`src/stt_pkg.sv`:
```
// types, token codes and keyword table of the source text tokenizer
// no dependencies
`timescale 1ns / 1ps

package stt_pkg;

  localparam int unsigned KindW = 7;
  localparam int unsigned ErrW  = 3;
  localparam int unsigned LineW = 16;
  localparam int unsigned OffW  = 24;
  localparam int unsigned NumKw = 25;

  localparam logic [KindW-1:0] K_IDENT   = 7'd0;
  localparam logic [KindW-1:0] K_INTEGER = 7'd26;
  localparam logic [KindW-1:0] K_DECIMAL = 7'd27;
  localparam logic [KindW-1:0] K_STRING  = 7'd28;
  localparam logic [KindW-1:0] K_INVALID = 7'd67;
  localparam logic [KindW-1:0] K_EMPTY   = 7'd68;

  localparam logic [ErrW-1:0] E_NONE       = 3'd0;
  localparam logic [ErrW-1:0] E_UNEXPECTED = 3'd1;
  localparam logic [ErrW-1:0] E_OPEN_SQ    = 3'd2;
  localparam logic [ErrW-1:0] E_OPEN_DQ    = 3'd3;
  localparam logic [ErrW-1:0] E_OPEN_CMT   = 3'd4;

  localparam logic [7:0] CH_TAB   = 8'h09;
  localparam logic [7:0] CH_NL    = 8'h0A;
  localparam logic [7:0] CH_SPACE = 8'h20;
  localparam logic [7:0] CH_SQ    = 8'h27;
  localparam logic [7:0] CH_DQ    = 8'h22;
  localparam logic [7:0] CH_HASH  = 8'h23;
  localparam logic [7:0] CH_UNDER = 8'h5F;
  localparam logic [7:0] CH_DOT   = 8'h2E;
  localparam logic [7:0] CH_SLASH = 8'h2F;
  localparam logic [7:0] CH_STAR  = 8'h2A;
  localparam logic [7:0] CH_EQ    = 8'h3D;

  // keyword text, left aligned and padded with spaces
  localparam logic [63:0] KW_TEXT [NumKw] = '{
    "break   ", "char    ", "class   ", "continue", "do      ", "double  ",
    "else    ", "false   ", "for     ", "function", "if      ", "integer ",
    "nil     ", "null    ", "not     ", "print   ", "read    ", "repeat  ",
    "return  ", "string  ", "true    ", "until   ", "var     ", "while   ",
    "write   "
  };
  localparam logic [3:0] KW_LEN [NumKw] = '{
    4'd5, 4'd4, 4'd5, 4'd8, 4'd2, 4'd6, 4'd4, 4'd5, 4'd3, 4'd8, 4'd2, 4'd7, 4'd3,
    4'd4, 4'd3, 4'd5, 4'd4, 4'd6, 4'd6, 4'd6, 4'd4, 4'd5, 4'd3, 4'd5, 4'd5
  };

  typedef enum logic [3:0] {
    ST_IDLE, ST_WORD, ST_NUM, ST_SQ, ST_DQ, ST_OP, ST_LINE_CMT, ST_BLOCK_CMT
  } scan_state_e;

  typedef struct packed {
    logic             ok;
    logic [KindW-1:0] kind;
  } kind_t;

  typedef struct packed {
    logic [KindW-1:0] token_kind;
    logic [ErrW-1:0]  error_kind;
    logic [LineW-1:0] line_number;
    logic [OffW-1:0]  start_offset;
    logic [OffW-1:0]  lexeme_length;
    logic             zero_before;
    logic             zero_after;
    logic             run_done;
    logic             had_error;
  } res_t;

  // results of one input item: one or two
  typedef struct packed {
    res_t r0;
    res_t r1;
    logic two;
  } group_t;

  function automatic kind_t single_kind(logic [7:0] c);
    kind_t k;
    k.ok = 1'b1;
    unique case (c)
      8'h3B:   k.kind = 7'd29;
      8'h28:   k.kind = 7'd30;
      8'h29:   k.kind = 7'd31;
      8'h5B:   k.kind = 7'd32;
      8'h5D:   k.kind = 7'd33;
      8'h7B:   k.kind = 7'd34;
      8'h7D:   k.kind = 7'd35;
      8'h7E:   k.kind = 7'd59;
      8'h2C:   k.kind = 7'd60;
      default: begin
        k.ok   = 1'b0;
        k.kind = K_INVALID;
      end
    endcase
    return k;
  endfunction

  function automatic kind_t alone_kind(logic [7:0] c);
    kind_t k;
    k.ok = 1'b1;
    unique case (c)
      8'h2E:   k.kind = 7'd36;
      8'h2B:   k.kind = 7'd37;
      8'h2D:   k.kind = 7'd40;
      8'h2A:   k.kind = 7'd43;
      8'h2F:   k.kind = 7'd45;
      8'h3D:   k.kind = 7'd47;
      8'h21:   k.kind = 7'd49;
      8'h26:   k.kind = 7'd51;
      8'h7C:   k.kind = 7'd54;
      8'h5E:   k.kind = 7'd57;
      8'h3E:   k.kind = 7'd61;
      8'h3C:   k.kind = 7'd63;
      8'h25:   k.kind = 7'd65;
      default: begin
        k.ok   = 1'b0;
        k.kind = 7'd45;
      end
    endcase
    return k;
  endfunction

  function automatic kind_t pair_kind(logic [7:0] p, logic [7:0] c);
    kind_t k;
    k.ok   = 1'b0;
    k.kind = K_INVALID;
    if (c == CH_EQ) begin
      k.ok = 1'b1;
      unique case (p)
        8'h2B:   k.kind = 7'd38;
        8'h2D:   k.kind = 7'd41;
        8'h2A:   k.kind = 7'd44;
        8'h2F:   k.kind = 7'd46;
        8'h3D:   k.kind = 7'd48;
        8'h21:   k.kind = 7'd50;
        8'h26:   k.kind = 7'd52;
        8'h7C:   k.kind = 7'd55;
        8'h5E:   k.kind = 7'd58;
        8'h3E:   k.kind = 7'd62;
        8'h3C:   k.kind = 7'd64;
        8'h25:   k.kind = 7'd66;
        default: k.ok = 1'b0;
      endcase
    end else if (c == p) begin
      k.ok = 1'b1;
      unique case (p)
        8'h2B:   k.kind = 7'd39;
        8'h2D:   k.kind = 7'd42;
        8'h26:   k.kind = 7'd53;
        8'h7C:   k.kind = 7'd56;
        default: k.ok = 1'b0;
      endcase
    end
    return k;
  endfunction

endpackage

```
`src/stt_if.sv`:
```
// valid/ready channel interfaces of the source text tokenizer
// depends on stt_pkg
`timescale 1ns / 1ps

interface stt_in_if;
  logic       valid;
  logic       ready;
  logic       mode;
  logic [7:0] char_byte;

  modport source (output valid, mode, char_byte, input ready);
  modport sink (input valid, mode, char_byte, output ready);
endinterface

interface stt_out_if;
  logic                            valid;
  logic                            ready;
  logic [stt_pkg::KindW-1:0]       token_kind;
  logic [stt_pkg::ErrW-1:0]        error_kind;
  logic [stt_pkg::LineW-1:0]       line_number;
  logic [stt_pkg::OffW-1:0]        start_offset;
  logic [stt_pkg::OffW-1:0]        lexeme_length;
  logic                            zero_before;
  logic                            zero_after;
  logic                            run_done;
  logic                            had_error;
  logic                            last;

  modport source (output valid, token_kind, error_kind, line_number, start_offset,
                  lexeme_length, zero_before, zero_after, run_done, had_error, last,
                  input ready);
  modport sink (input valid, token_kind, error_kind, line_number, start_offset,
                lexeme_length, zero_before, zero_after, run_done, had_error, last,
                output ready);
endinterface

```
`src/stt_scan.sv`:
```
// front part: scanner state machine, classifies each byte and builds result groups
// depends on stt_pkg
`timescale 1ns / 1ps

module stt_scan #(
  parameter int unsigned POSITION_BITS   = 24,
  parameter int unsigned LINE_BITS       = 16,
  parameter int unsigned KEYWORD_MAX_LEN = 8
) (
  input  logic            clk_i,
  input  logic            rst_ni,
  input  logic            accept_i,
  input  logic            mode_i,
  input  logic [7:0]      char_i,
  output logic            push_o,
  output stt_pkg::group_t group_o
);
  import stt_pkg::*;

  localparam int unsigned PB  = POSITION_BITS;
  localparam int unsigned LB  = LINE_BITS;
  localparam int unsigned IW  = $clog2(KEYWORD_MAX_LEN);
  localparam int unsigned WLW = $clog2(KEYWORD_MAX_LEN + 2);
  localparam logic [PB-1:0]  POS_TOP  = '1;
  localparam logic [LB-1:0]  LINE_TOP = '1;
  localparam logic [WLW-1:0] KW_MAX   = WLW'(KEYWORD_MAX_LEN);

  scan_state_e    st_q, st_d;
  logic [PB-1:0]  pos_q, pos_d, tstart_q, tstart_d, lexlen_q, lexlen_d;
  logic [LB-1:0]  line_q, line_d;
  logic [WLW-1:0] wlen_q, wlen_d;
  logic           point_q, point_d, lead_q, lead_d, trail_q, trail_d;
  logic           star_q, star_d, err_q, err_d;
  logic [7:0]     pend_q, pend_d;
  logic [7:0]     wbuf_q [KEYWORD_MAX_LEN];
  logic           wr_en;
  logic [IW-1:0]  wr_idx;

  logic c_alpha, c_digit, c_nl, c_quote_sq, c_quote_dq;
  kind_t pk, ak_p, ak_c, sk;
  logic taken, byte_i;
  logic [PB-1:0] lexlen_inc, tstart_inc;
  logic [KindW-1:0] word_kind;

  function automatic logic [OffW-1:0] to_off(logic [PB-1:0] v);
    logic [47:0] w;
    w = 48'(v);
    return w[OffW-1:0];
  endfunction

  function automatic res_t mk(logic [KindW-1:0] k, logic [ErrW-1:0] e, logic [LB-1:0] ln,
                              logic [PB-1:0] s, logic [PB-1:0] l, logic zb, logic za);
    res_t r;
    logic [31:0] lw;
    lw = 32'(ln);
    r.token_kind    = k;
    r.error_kind    = e;
    r.line_number   = lw[LineW-1:0];
    r.start_offset  = to_off(s);
    r.lexeme_length = to_off(l);
    r.zero_before   = zb;
    r.zero_after    = za;
    r.run_done      = 1'b0;
    r.had_error     = 1'b0;
    return r;
  endfunction

  assign byte_i     = accept_i && !mode_i;
  assign c_alpha    = (char_i >= 8'h61 && char_i <= 8'h7A) ||
                      (char_i >= 8'h41 && char_i <= 8'h5A) || char_i == CH_UNDER;
  assign c_digit    = char_i >= 8'h30 && char_i <= 8'h39;
  assign c_nl       = char_i == CH_NL;
  assign c_quote_sq = char_i == CH_SQ;
  assign c_quote_dq = char_i == CH_DQ;
  assign pk         = pair_kind(pend_q, char_i);
  assign ak_p       = alone_kind(pend_q);
  assign ak_c       = alone_kind(char_i);
  assign sk         = single_kind(char_i);
  assign lexlen_inc = (lexlen_q == POS_TOP) ? lexlen_q : lexlen_q + 1'b1;
  assign tstart_inc = (tstart_q == POS_TOP) ? tstart_q : tstart_q + 1'b1;

  // keyword lookup over the word buffer
  always_comb begin
    logic hit;
    word_kind = K_IDENT;
    for (int i = 0; i < NumKw; i++) begin
      hit = (wlen_q == WLW'(KW_LEN[i]));
      for (int j = 0; j < 8; j++) begin
        if (j < KW_LEN[i] && wbuf_q[j] != KW_TEXT[i][8*(7-j) +: 8]) hit = 1'b0;
      end
      if (hit) word_kind = KindW'(i + 1);
    end
  end

  // does the open token take this byte
  always_comb begin
    unique case (st_q)
      ST_WORD:      taken = c_alpha || c_digit;
      ST_NUM:       taken = c_digit || (char_i == CH_DOT && !point_q);
      ST_SQ, ST_DQ: taken = !c_nl;
      ST_LINE_CMT:  taken = !c_nl;
      ST_BLOCK_CMT: taken = 1'b1;
      ST_OP:        taken = (pend_q == CH_DOT && c_digit) ||
                            (pend_q == CH_SLASH && (char_i == CH_SLASH || char_i == CH_STAR)) ||
                            pk.ok;
      default:      taken = 1'b0;
    endcase
  end

  // next state
  always_comb begin
    st_d = st_q; pos_d = pos_q; line_d = line_q; tstart_d = tstart_q; lexlen_d = lexlen_q;
    wlen_d = wlen_q; point_d = point_q; lead_d = lead_q; trail_d = trail_q;
    star_d = star_q; err_d = err_q; pend_d = pend_q;
    wr_en = 1'b0; wr_idx = '0;
    if (accept_i && mode_i) begin
      if (st_q == ST_SQ || st_q == ST_DQ || st_q == ST_BLOCK_CMT) err_d = 1'b1;
      st_d = ST_IDLE;
    end else if (byte_i) begin
      pos_d = (pos_q == POS_TOP) ? pos_q : pos_q + 1'b1;
      if (taken) begin
        unique case (st_q)
          ST_WORD: begin
            if (wlen_q < KW_MAX) begin
              wr_en  = 1'b1;
              wr_idx = wlen_q[IW-1:0];
            end
            if (wlen_q <= KW_MAX) wlen_d = wlen_q + 1'b1;
            lexlen_d = lexlen_inc;
          end
          ST_NUM: begin
            lexlen_d = lexlen_inc;
            if (c_digit) trail_d = 1'b0;
            else begin
              point_d = 1'b1;
              trail_d = 1'b1;
            end
          end
          ST_SQ, ST_DQ: begin
            if ((st_q == ST_SQ && c_quote_sq) || (st_q == ST_DQ && c_quote_dq)) st_d = ST_IDLE;
            else lexlen_d = lexlen_inc;
          end
          ST_BLOCK_CMT: begin
            if (c_nl) line_d = (line_q == LINE_TOP) ? line_q : line_q + 1'b1;
            if (star_q && char_i == CH_SLASH) st_d = ST_IDLE;
            star_d = (char_i == CH_STAR);
          end
          ST_OP: begin
            if (pend_q == CH_DOT && c_digit) begin
              st_d = ST_NUM; point_d = 1'b1; lead_d = 1'b1; trail_d = 1'b0;
              lexlen_d = PB'(2);
            end else if (pend_q == CH_SLASH && char_i == CH_SLASH) begin
              st_d = ST_LINE_CMT;
            end else if (pend_q == CH_SLASH && char_i == CH_STAR) begin
              st_d = ST_BLOCK_CMT; star_d = 1'b0;
            end else begin
              st_d = ST_IDLE;
            end
          end
          default: ;
        endcase
      end else begin
        if ((st_q == ST_SQ || st_q == ST_DQ) && c_nl) err_d = 1'b1;
        st_d = ST_IDLE;
        if (char_i == CH_SPACE || char_i == CH_TAB) begin
        end else if (c_nl) begin
          line_d = (line_q == LINE_TOP) ? line_q : line_q + 1'b1;
        end else if (c_alpha || c_digit || c_quote_sq || c_quote_dq || char_i == CH_HASH ||
                     (!sk.ok && ak_c.ok)) begin
          tstart_d = pos_q;
          lexlen_d = PB'(1);
          if (c_alpha) begin
            st_d = ST_WORD; wlen_d = WLW'(1); wr_en = 1'b1;
          end else if (c_digit) begin
            st_d = ST_NUM; point_d = 1'b0; lead_d = 1'b0; trail_d = 1'b0;
          end else if (c_quote_sq || c_quote_dq) begin
            lexlen_d = '0;
            st_d = c_quote_sq ? ST_SQ : ST_DQ;
          end else if (char_i == CH_HASH) begin
            st_d = ST_LINE_CMT;
          end else begin
            st_d = ST_OP; pend_d = char_i;
          end
        end else if (!sk.ok) begin
          err_d = 1'b1;
        end
      end
    end
  end

  // result group for this item
  always_comb begin
    res_t cont_r, start_r, flush_r, stat_r;
    logic cont_v, start_v, flush_v;
    cont_v = 1'b0; start_v = 1'b0; flush_v = 1'b0;
    cont_r = mk(word_kind, E_NONE, line_q, tstart_q, lexlen_q, 1'b0, 1'b0);
    unique case (st_q)
      ST_WORD: cont_v = !taken;
      ST_NUM: begin
        cont_v = !taken;
        cont_r = mk(point_q ? K_DECIMAL : K_INTEGER, E_NONE, line_q, tstart_q, lexlen_q,
                     lead_q, trail_q);
      end
      ST_SQ, ST_DQ: begin
        if (c_nl) begin
          cont_v = 1'b1;
          cont_r = mk(K_INVALID, (st_q == ST_SQ) ? E_OPEN_SQ : E_OPEN_DQ, line_q, tstart_q,
                      lexlen_inc, 1'b0, 1'b0);
        end else if ((st_q == ST_SQ && c_quote_sq) || (st_q == ST_DQ && c_quote_dq)) begin
          cont_v = 1'b1;
          cont_r = mk(K_STRING, E_NONE, line_q, tstart_inc, lexlen_q, 1'b0, 1'b0);
        end
      end
      ST_LINE_CMT: begin
        cont_v = c_nl;
        cont_r = mk(K_EMPTY, E_NONE, line_q, tstart_q, '0, 1'b0, 1'b0);
      end
      ST_BLOCK_CMT: begin
        cont_v = star_q && char_i == CH_SLASH;
        cont_r = mk(K_EMPTY, E_NONE, line_q, tstart_q, '0, 1'b0, 1'b0);
      end
      ST_OP: begin
        cont_v = pk.ok || !taken;
        cont_r = pk.ok ? mk(pk.kind, E_NONE, line_q, tstart_q, PB'(2), 1'b0, 1'b0)
                       : mk(ak_p.kind, E_NONE, line_q, tstart_q, PB'(1), 1'b0, 1'b0);
      end
      default: ;
    endcase

    start_v = !taken && !c_nl && char_i != CH_SPACE && char_i != CH_TAB &&
              (sk.ok || !(c_alpha || c_digit || c_quote_sq || c_quote_dq ||
                          char_i == CH_HASH || ak_c.ok));
    start_r = sk.ok ? mk(sk.kind, E_NONE, line_q, pos_q, PB'(1), 1'b0, 1'b0)
                    : mk(K_INVALID, E_UNEXPECTED, line_q, pos_q, PB'(1), 1'b0, 1'b0);

    // flush of a pending token at end of input
    flush_r = cont_r;
    unique case (st_q)
      ST_WORD, ST_NUM: flush_v = 1'b1;
      ST_SQ, ST_DQ: begin
        flush_v = 1'b1;
        flush_r = mk(K_INVALID, (st_q == ST_SQ) ? E_OPEN_SQ : E_OPEN_DQ, line_q, tstart_q,
                     lexlen_inc, 1'b0, 1'b0);
      end
      ST_LINE_CMT: begin
        flush_v = 1'b1;
        flush_r = mk(K_EMPTY, E_NONE, line_q, tstart_q, '0, 1'b0, 1'b0);
      end
      ST_BLOCK_CMT: begin
        flush_v = 1'b1;
        flush_r = mk(K_INVALID, E_OPEN_CMT, line_q, tstart_q, '0, 1'b0, 1'b0);
      end
      ST_OP: begin
        flush_v = 1'b1;
        flush_r = mk(ak_p.kind, E_NONE, line_q, tstart_q, PB'(1), 1'b0, 1'b0);
      end
      default: ;
    endcase
    stat_r           = '0;
    stat_r.run_done  = 1'b1;
    stat_r.had_error = err_d;

    group_o = '0;
    push_o  = 1'b0;
    if (accept_i && mode_i) begin
      push_o      = 1'b1;
      group_o.two = flush_v;
      group_o.r0  = flush_v ? flush_r : stat_r;
      group_o.r1  = stat_r;
    end else if (byte_i) begin
      push_o      = cont_v || start_v;
      group_o.two = cont_v && start_v;
      group_o.r0  = cont_v ? cont_r : start_r;
      group_o.r1  = start_r;
    end
  end

  always_ff @(posedge clk_i or negedge rst_ni) begin
    if (!rst_ni) begin
      st_q <= ST_IDLE; pos_q <= '0; line_q <= LB'(1); tstart_q <= '0; lexlen_q <= '0;
      wlen_q <= '0; point_q <= 1'b0; lead_q <= 1'b0; trail_q <= 1'b0; star_q <= 1'b0;
      err_q <= 1'b0; pend_q <= '0;
    end else begin
      st_q <= st_d; pos_q <= pos_d; line_q <= line_d; tstart_q <= tstart_d;
      lexlen_q <= lexlen_d; wlen_q <= wlen_d; point_q <= point_d; lead_q <= lead_d;
      trail_q <= trail_d; star_q <= star_d; err_q <= err_d; pend_q <= pend_d;
    end
  end

  always_ff @(posedge clk_i) begin
    if (wr_en) wbuf_q[wr_idx] <= char_i;
  end

endmodule

```
`src/stt_fifo.sv`:
```
// short queue of result groups between scanner and output stage
// depends on stt_pkg
`timescale 1ns / 1ps

module stt_fifo #(
  parameter int unsigned DEPTH = 4
) (
  input  logic            clk_i,
  input  logic            rst_ni,
  input  logic            push_i,
  input  stt_pkg::group_t data_i,
  input  logic            pop_i,
  output stt_pkg::group_t data_o,
  output logic            full_o,
  output logic            empty_o
);
  import stt_pkg::*;

  localparam int unsigned AW = (DEPTH > 1) ? $clog2(DEPTH) : 1;
  localparam int unsigned CW = $clog2(DEPTH + 1);

  group_t        mem_q [DEPTH];
  logic [AW-1:0] wr_q, rd_q;
  logic [CW-1:0] cnt_q;

  assign full_o  = cnt_q == CW'(DEPTH);
  assign empty_o = cnt_q == '0;
  assign data_o  = mem_q[rd_q];

  always_ff @(posedge clk_i or negedge rst_ni) begin
    if (!rst_ni) begin
      wr_q <= '0; rd_q <= '0; cnt_q <= '0;
    end else begin
      if (push_i) wr_q <= (wr_q == AW'(DEPTH - 1)) ? '0 : wr_q + 1'b1;
      if (pop_i) rd_q <= (rd_q == AW'(DEPTH - 1)) ? '0 : rd_q + 1'b1;
      cnt_q <= cnt_q + CW'(push_i) - CW'(pop_i);
    end
  end

  always_ff @(posedge clk_i) begin
    if (push_i) mem_q[wr_q] <= data_i;
  end

endmodule

```
`src/stt_emit.sv`:
```
// back part: output register, sends the one or two items of each group
// depends on stt_pkg
`timescale 1ns / 1ps

module stt_emit (
  input  logic            clk_i,
  input  logic            rst_ni,
  input  logic            empty_i,
  input  stt_pkg::group_t group_i,
  output logic            pop_o,
  output logic            valid_o,
  input  logic            ready_i,
  output stt_pkg::res_t   res_o,
  output logic            last_o
);
  import stt_pkg::*;

  group_t cur_q;
  logic   valid_q, sel_q;
  logic   done;

  assign done    = valid_q && ready_i && (sel_q || !cur_q.two);
  assign pop_o   = !empty_i && (!valid_q || done);
  assign valid_o = valid_q;
  assign res_o   = sel_q ? cur_q.r1 : cur_q.r0;
  assign last_o  = sel_q || !cur_q.two;

  always_ff @(posedge clk_i or negedge rst_ni) begin
    if (!rst_ni) begin
      valid_q <= 1'b0; sel_q <= 1'b0;
    end else if (pop_o) begin
      valid_q <= 1'b1; sel_q <= 1'b0;
    end else if (done) begin
      valid_q <= 1'b0; sel_q <= 1'b0;
    end else if (valid_q && ready_i) begin
      sel_q <= 1'b1;
    end
  end

  always_ff @(posedge clk_i) begin
    if (pop_o) cur_q <= group_i;
  end

endmodule

```
`src/source_text_tokenizer.sv`:
```
// top level of the source text tokenizer: scanner, group queue, output stage
// depends on stt_pkg, stt_if, stt_scan, stt_fifo, stt_emit
`timescale 1ns / 1ps

// Streaming tokenizer: one source byte (mode 0) or an end marker (mode 1) per input
// item, and one byte is taken every clock while the four-entry group queue has room.
// Each byte yields zero, one or two tokens, and the end marker yields any pending token
// followed by a status item with run_done and had_error. Tokens leave through an output
// register at one item per clock while the receiver is ready, so a run of bytes that
// each close one token and open another drains at half rate and fills the queue; input
// ready then drops until the output stage catches up. Tokens pass the group queue and
// then the output register. Offsets and line numbers saturate at the widths set by
// POSITION_BITS and LINE_BITS and are shown in the low bits of the output fields.
module source_text_tokenizer #(
  parameter int unsigned POSITION_BITS   = 24,
  parameter int unsigned LINE_BITS       = 16,
  parameter int unsigned KEYWORD_MAX_LEN = 8
) (
  input  logic      clk_i,
  input  logic      rst_ni,
  stt_in_if.sink    in_i,
  stt_out_if.source out_o
);
  import stt_pkg::*;

  logic   accept, push, pop, full, empty, last;
  group_t grp_in, grp_out;
  res_t   res;

  // byte taken whenever the queue can hold the worst case group
  assign in_i.ready = !full;
  assign accept     = in_i.valid && !full;

  // front: scanner state and token classification
  stt_scan #(
    .POSITION_BITS  (POSITION_BITS),
    .LINE_BITS      (LINE_BITS),
    .KEYWORD_MAX_LEN(KEYWORD_MAX_LEN)
  ) u_scan (
    .clk_i   (clk_i),
    .rst_ni  (rst_ni),
    .accept_i(accept),
    .mode_i  (in_i.mode),
    .char_i  (in_i.char_byte),
    .push_o  (push),
    .group_o (grp_in)
  );

  // queue that lets scanner and output stall independently
  stt_fifo #(.DEPTH(4)) u_fifo (
    .clk_i  (clk_i),
    .rst_ni (rst_ni),
    .push_i (push),
    .data_i (grp_in),
    .pop_i  (pop),
    .data_o (grp_out),
    .full_o (full),
    .empty_o(empty)
  );

  // back: output register and serializing of two-token groups
  stt_emit u_emit (
    .clk_i  (clk_i),
    .rst_ni (rst_ni),
    .empty_i(empty),
    .group_i(grp_out),
    .pop_o  (pop),
    .valid_o(out_o.valid),
    .ready_i(out_o.ready),
    .res_o  (res),
    .last_o (last)
  );

  assign out_o.token_kind    = res.token_kind;
  assign out_o.error_kind    = res.error_kind;
  assign out_o.line_number   = res.line_number;
  assign out_o.start_offset  = res.start_offset;
  assign out_o.lexeme_length = res.lexeme_length;
  assign out_o.zero_before   = res.zero_before;
  assign out_o.zero_after    = res.zero_after;
  assign out_o.run_done      = res.run_done;
  assign out_o.had_error     = res.had_error;
  assign out_o.last          = last;

endmodule

```
`src/flat_wrapper.sv`:
```
// flat-port wrapper written by rule: the top's interface ports become plain ports
module source_text_tokenizer_flat import stt_pkg::*;
#(
  parameter int unsigned POSITION_BITS   = 24,
  parameter int unsigned LINE_BITS       = 16,
  parameter int unsigned KEYWORD_MAX_LEN = 8
)
  (clk_i, rst_ni, in_i_valid, in_i_mode, in_i_char_byte, in_i_ready, out_o_valid, out_o_token_kind, out_o_error_kind, out_o_line_number, out_o_start_offset, out_o_lexeme_length, out_o_zero_before, out_o_zero_after, out_o_run_done, out_o_had_error, out_o_last, out_o_ready);
  stt_in_if in_i_i ();
  stt_out_if out_o_i ();
  input  logic clk_i;
  input  logic rst_ni;
  input wire logic [$bits(in_i_i.valid)-1:0] in_i_valid;
  input wire logic [$bits(in_i_i.mode)-1:0] in_i_mode;
  input wire logic [$bits(in_i_i.char_byte)-1:0] in_i_char_byte;
  output wire logic [$bits(in_i_i.ready)-1:0] in_i_ready;
  output wire logic [$bits(out_o_i.valid)-1:0] out_o_valid;
  output wire logic [$bits(out_o_i.token_kind)-1:0] out_o_token_kind;
  output wire logic [$bits(out_o_i.error_kind)-1:0] out_o_error_kind;
  output wire logic [$bits(out_o_i.line_number)-1:0] out_o_line_number;
  output wire logic [$bits(out_o_i.start_offset)-1:0] out_o_start_offset;
  output wire logic [$bits(out_o_i.lexeme_length)-1:0] out_o_lexeme_length;
  output wire logic [$bits(out_o_i.zero_before)-1:0] out_o_zero_before;
  output wire logic [$bits(out_o_i.zero_after)-1:0] out_o_zero_after;
  output wire logic [$bits(out_o_i.run_done)-1:0] out_o_run_done;
  output wire logic [$bits(out_o_i.had_error)-1:0] out_o_had_error;
  output wire logic [$bits(out_o_i.last)-1:0] out_o_last;
  input wire logic [$bits(out_o_i.ready)-1:0] out_o_ready;
  assign in_i_i.valid = in_i_valid;
  assign in_i_i.mode = in_i_mode;
  assign in_i_i.char_byte = in_i_char_byte;
  assign in_i_ready = in_i_i.ready;
  assign out_o_valid = out_o_i.valid;
  assign out_o_token_kind = out_o_i.token_kind;
  assign out_o_error_kind = out_o_i.error_kind;
  assign out_o_line_number = out_o_i.line_number;
  assign out_o_start_offset = out_o_i.start_offset;
  assign out_o_lexeme_length = out_o_i.lexeme_length;
  assign out_o_zero_before = out_o_i.zero_before;
  assign out_o_zero_after = out_o_i.zero_after;
  assign out_o_run_done = out_o_i.run_done;
  assign out_o_had_error = out_o_i.had_error;
  assign out_o_last = out_o_i.last;
  assign out_o_i.ready = out_o_ready;
  source_text_tokenizer #(.POSITION_BITS(POSITION_BITS), .LINE_BITS(LINE_BITS), .KEYWORD_MAX_LEN(KEYWORD_MAX_LEN)) u_core (.clk_i(clk_i), .rst_ni(rst_ni), .in_i(in_i_i), .out_o(out_o_i));
endmodule
```
`config.mk`:
```
export PLATFORM = sky130hd
export DESIGN_NAME = source_text_tokenizer_flat
export DESIGN_NICKNAME = d
export VERILOG_FILES = /design/src/stt_pkg.sv /design/src/stt_if.sv /design/src/stt_scan.sv /design/src/stt_fifo.sv /design/src/stt_emit.sv /design/src/source_text_tokenizer.sv /design/src/flat_wrapper.sv
export SDC_FILE = /design/constraint.sdc
export NUM_CORES = 1
export LEC_CHECK = 0
export ABC_AREA = 0
export BUFFER_PORTS_ARGS = -buffer_cell sky130_fd_sc_hd__clkbuf_2
export CAP_MARGIN = 20
export CORE_MARGIN = 2
export CORE_UTILIZATION = 35
export CTS_CLUSTER_DIAMETER = 100
export DETAILED_ROUTE_END_ITERATION = 10
export GPL_TIMING_DRIVEN = 1
export PLACE_DENSITY = 0.5
export SETUP_SLACK_MARGIN = 0.15
export SYNTH_ARGS = -nofsm -noshare
export SYNTH_HDL_FRONTEND = slang
export SYNTH_SLANG_ARGS = --single-unit
```
`constraint.sdc`:
```
create_clock -name clk_i -period 23.6 [get_ports clk_i]
set_input_delay 1.18 -clock clk_i [delete_from_list [all_inputs] [get_ports clk_i]]
set_output_delay 1.18 -clock clk_i [all_outputs]
set_load 0.03 [all_outputs]
```
==> results_dict.tcl <==
set metrics [dict create \
    outcome "finished clean" \
    yosysWarnings 0 \
    syn_inst 2451 \
    yosysTopAreaCell "edfxtp_1" \
    worst_hold_path.num_cells 2 \
    dieArea_um2 106000 \
    finalSetupViolations 0 \
    r2r_cells 10 \
    cts_tree "built" \
    area.sequential_um2 24200 \
    multiInputGateArea_um2 11500 \
    io_pins 94 \
    layout_common_cells "edfxtp_1, nand2_1, nor2_1" \
    cts_root_buf "clkbuf_16" \
    antenna_left 0 \
    async_flop_share 0.142 \
    p_leak_nw 13.8 \
    layout_commonest_cell "edfxtp_1" \
    grt_pass1_wl_um 142000 \
    fp-row-count 118 \
    end_kind "flip-flop" \
    diodes 0 \
    endpoint "u_core.u_fifo.mem_q[2][47]" \
    avgSynthCellArea_um2 14.8 \
    pwr_density_cell_nw_per_um2 118 \
    synth_area_leaders "edfxtp_1, mux4_2, dfrtp_1, mux2_2, nand2_1" \
    drt-total-wl_um 94200 \
    cp-startpoint "in_i_char_byte[3]" \
    hold_class "reg2reg" \
    cpPeakStageDelay_ns 0.82 \
    start_kind "primary input" \
    die_w_um 326 \
    htree_num_levels 3 \
    slew_viol_final 0 \
    rsz0062_at_grt "false" \
    reg2reg_from "u_core.u_scan.st_q[1]" \
    ir_drop_mv 0.0640 \
    finalCriticalPeriod_ns 6.32 \
    worst_slew_pin_slew_ns 1.11 \
    final_hold_viol_count 0 \
    grt_max_degree 94 \
    post_cts_resized 0 \
    synth_seq_cells 826 \
    overflow 0 \
    crit_family "buffers and inverters" \
    slowest_stage "buf_4" \
    rrSetupSlack_ns 17.69 \
    grt_pass1_vias 22100 \
    required_ns 23.86 \
    cap_violations 0 \
    slew-limit-headroom 0.249 \
    tns_ns 0 \
    clock_latency_ns 0.66 \
    clock_sinks 826 \
    drive_gt1_frac 0.196 \
    cts_buffer_depth 3 \
    dr_total_vias 22000 \
    crit_cells 11 \
    syn_area_um2 36300 \
    regToRegEndpoint "u_core.u_fifo.mem_q[2][47]" \
    max_freq_ghz 0.158 \
    drc 0 \
    place_area_um2 38300 \
    final_area_um2 41300 \
    clock_skew_ns 0.0430 \
    path_clk_slew_ns 0.05 \
    grt_use_total 0.176 \
    cp.arrival_ns 6.58 \
    synth_top_area_frac 0.586 \
    place.gp.congestion 0.879 \
    synth_edf_count 709 \
    path_max_fanout 56 \
    viasPerCell 5.51 \
    cts_buffers 89 \
    core_um2 103000 \
    placement.io_buffers 93 \
    synth_nets 2480 \
    synth-main-ff-cell "edfxtp_1" \
    cts_setup_buffers 0 \
    start_util 0.352 \
    drt_iter0_markers 2133 \
    cp_cell_sequence "clkbuf_2, nor2b_1, nand3_1, a22o_1, a2111oi_4, a21oi_2, buf_4, a31oi_1, and2_4, buf_4, buf_4" \
    holdBufCountCts 0 \
    yosysSeqAreaShare 0.667 \
    period_share 0.268 \
    wl_per_cell_um 23.6 \
    crit_type "in2reg" \
    dr.pass1.iters 6 \
    n_fill_cell 9524 \
    die_height_um 326 \
    crit_path_frequent_cell "buf_4" \
    synthToLayoutAreaGrowth_pct 13.8 \
    antenna_found_initial 1 \
    fin_nets 2568 \
    path_buf_inv 4 \
    yosysUniqueCellTypes 100 \
    hpwl_um 61100 \
]
worst reg2reg max path: cells and delay by family (launching register included):
family	cells	cell delay, ns
buffers and inverters	4	2.29
flip-flops	1	0.72
AO/OA/AOI/OAI	3	1.40
AND/OR/NAND/NOR	3	1.09
synth_stat cells, types with 36 or more instances:
| cell type | instances |
|---|---|
| and3_1 | 41 |
| nor2_1 | 136 |
| a21oi_1 | 69 |
| o21ai_0 | 110 |
| nor3_1 | 47 |
| edfxtp_1 | 709 |
| and2_1 | 69 |
| xnor2_1 | 42 |
| nor2b_1 | 43 |
| nand4_1 | 51 |
| mux2_2 | 65 |
| nand2_1 | 176 |
| inv_1 | 36 |
| dfrtp_1 | 116 |
| nand3_1 | 61 |
| mux4_2 | 129 |
| clkbuf_1 | 100 |
report_power, final:
| group | switching [mW] | internal, mW | total [mW] |
|---|---|---|---|
| sequential | 0.194 | 2.00 | 2.20 |
| clock | 0.578 | 0.840 | 1.42 |
| combinational | 0.786 | 0.488 | 1.27 |
| total | 1.56 | 3.33 | 4.89 |
final cells by class:
class	count	share of cell area
clock buffer	119	0.0580
clock inverter	45	0.0141
inverter	39	0.00354
multi-input combinational	1455	0.277
sequential	826	0.586
tap	1380	0.0418
timing repair buffer	128	0.0190
how the worst min path moves through the flow:
stage / from / end / slack, ns
final: u_core.u_scan.err_q / u_core.u_scan.err_q / 0.49
after global routing: u_core.u_scan.err_q / u_core.u_scan.err_q / 0.52
after CTS: u_core.u_scan.err_q / u_core.u_scan.err_q / 0.49
after detailed placement: u_core.u_scan.err_q / u_core.u_scan.err_q / 0.48
after global placement: u_core.u_scan.err_q / u_core.u_scan.err_q / 0.48
after floorplan: u_core.u_scan.err_q / u_core.u_scan.err_q / 0.46
per-stage QoR:
stage,std cells,total power [mW],utilization,hold slack [ns],worst slack [ns]
6_report,3992,4.89,0.401,0.494,17.28
5_1_grt,3992,5.13,0.401,0.516,16.84
4_1_cts,3990,4.97,0.400,0.493,17.24
3_5_place_dp,3826,3.54,0.371,0.480,16.54
3_3_place_gp,3822,3.51,0.371,0.481,16.64
2_1_floorplan,2451,3.12,-,0.458,13.92
cell families (layout without fill, tap and decap cells):
logic type	after synthesis	after routing	synth area share
AO/OA/AOI/OAI	370	370	0.0687
XOR/XNOR	58	58	0.0140
adder cells (fa/ha/maj)	16	16	0.00572
buffers and inverters	170	331	0.0189
flip-flops	826	826	0.667
multiplexers	202	202	0.102
AND/OR/NAND/NOR	809	809	0.124
flip-flops by register name, summed over array words and instances (netlist names), 2 cells and up:
register / count
u_core.u_emit.cur_q: 129
u_core.u_fifo.cnt_q: 3
u_core.u_fifo.mem_q: 516
u_core.u_fifo.rd_q: 2
u_core.u_fifo.wr_q: 2
u_core.u_scan.lexlen_q: 24
u_core.u_scan.line_q: 16
u_core.u_scan.pend_q: 8
u_core.u_scan.pos_q: 24
u_core.u_scan.st_q: 3
u_core.u_scan.tstart_q: 24
u_core.u_scan.wbuf_q: 64
u_core.u_scan.wlen_q: 4
metal layers:
metal | track usage | share of wire | routed length, µm
met2 | 0.277 | 0.46 | 43700
met3 | 0.0308 | 0.056 | 5290
met4 | 0.0525 | 0.028 | 2670
met1 | 0.250 | 0.45 | 42500
met5 | 0 | 0 | 0
No activity file was read; power rests on OpenSTA's default activity.
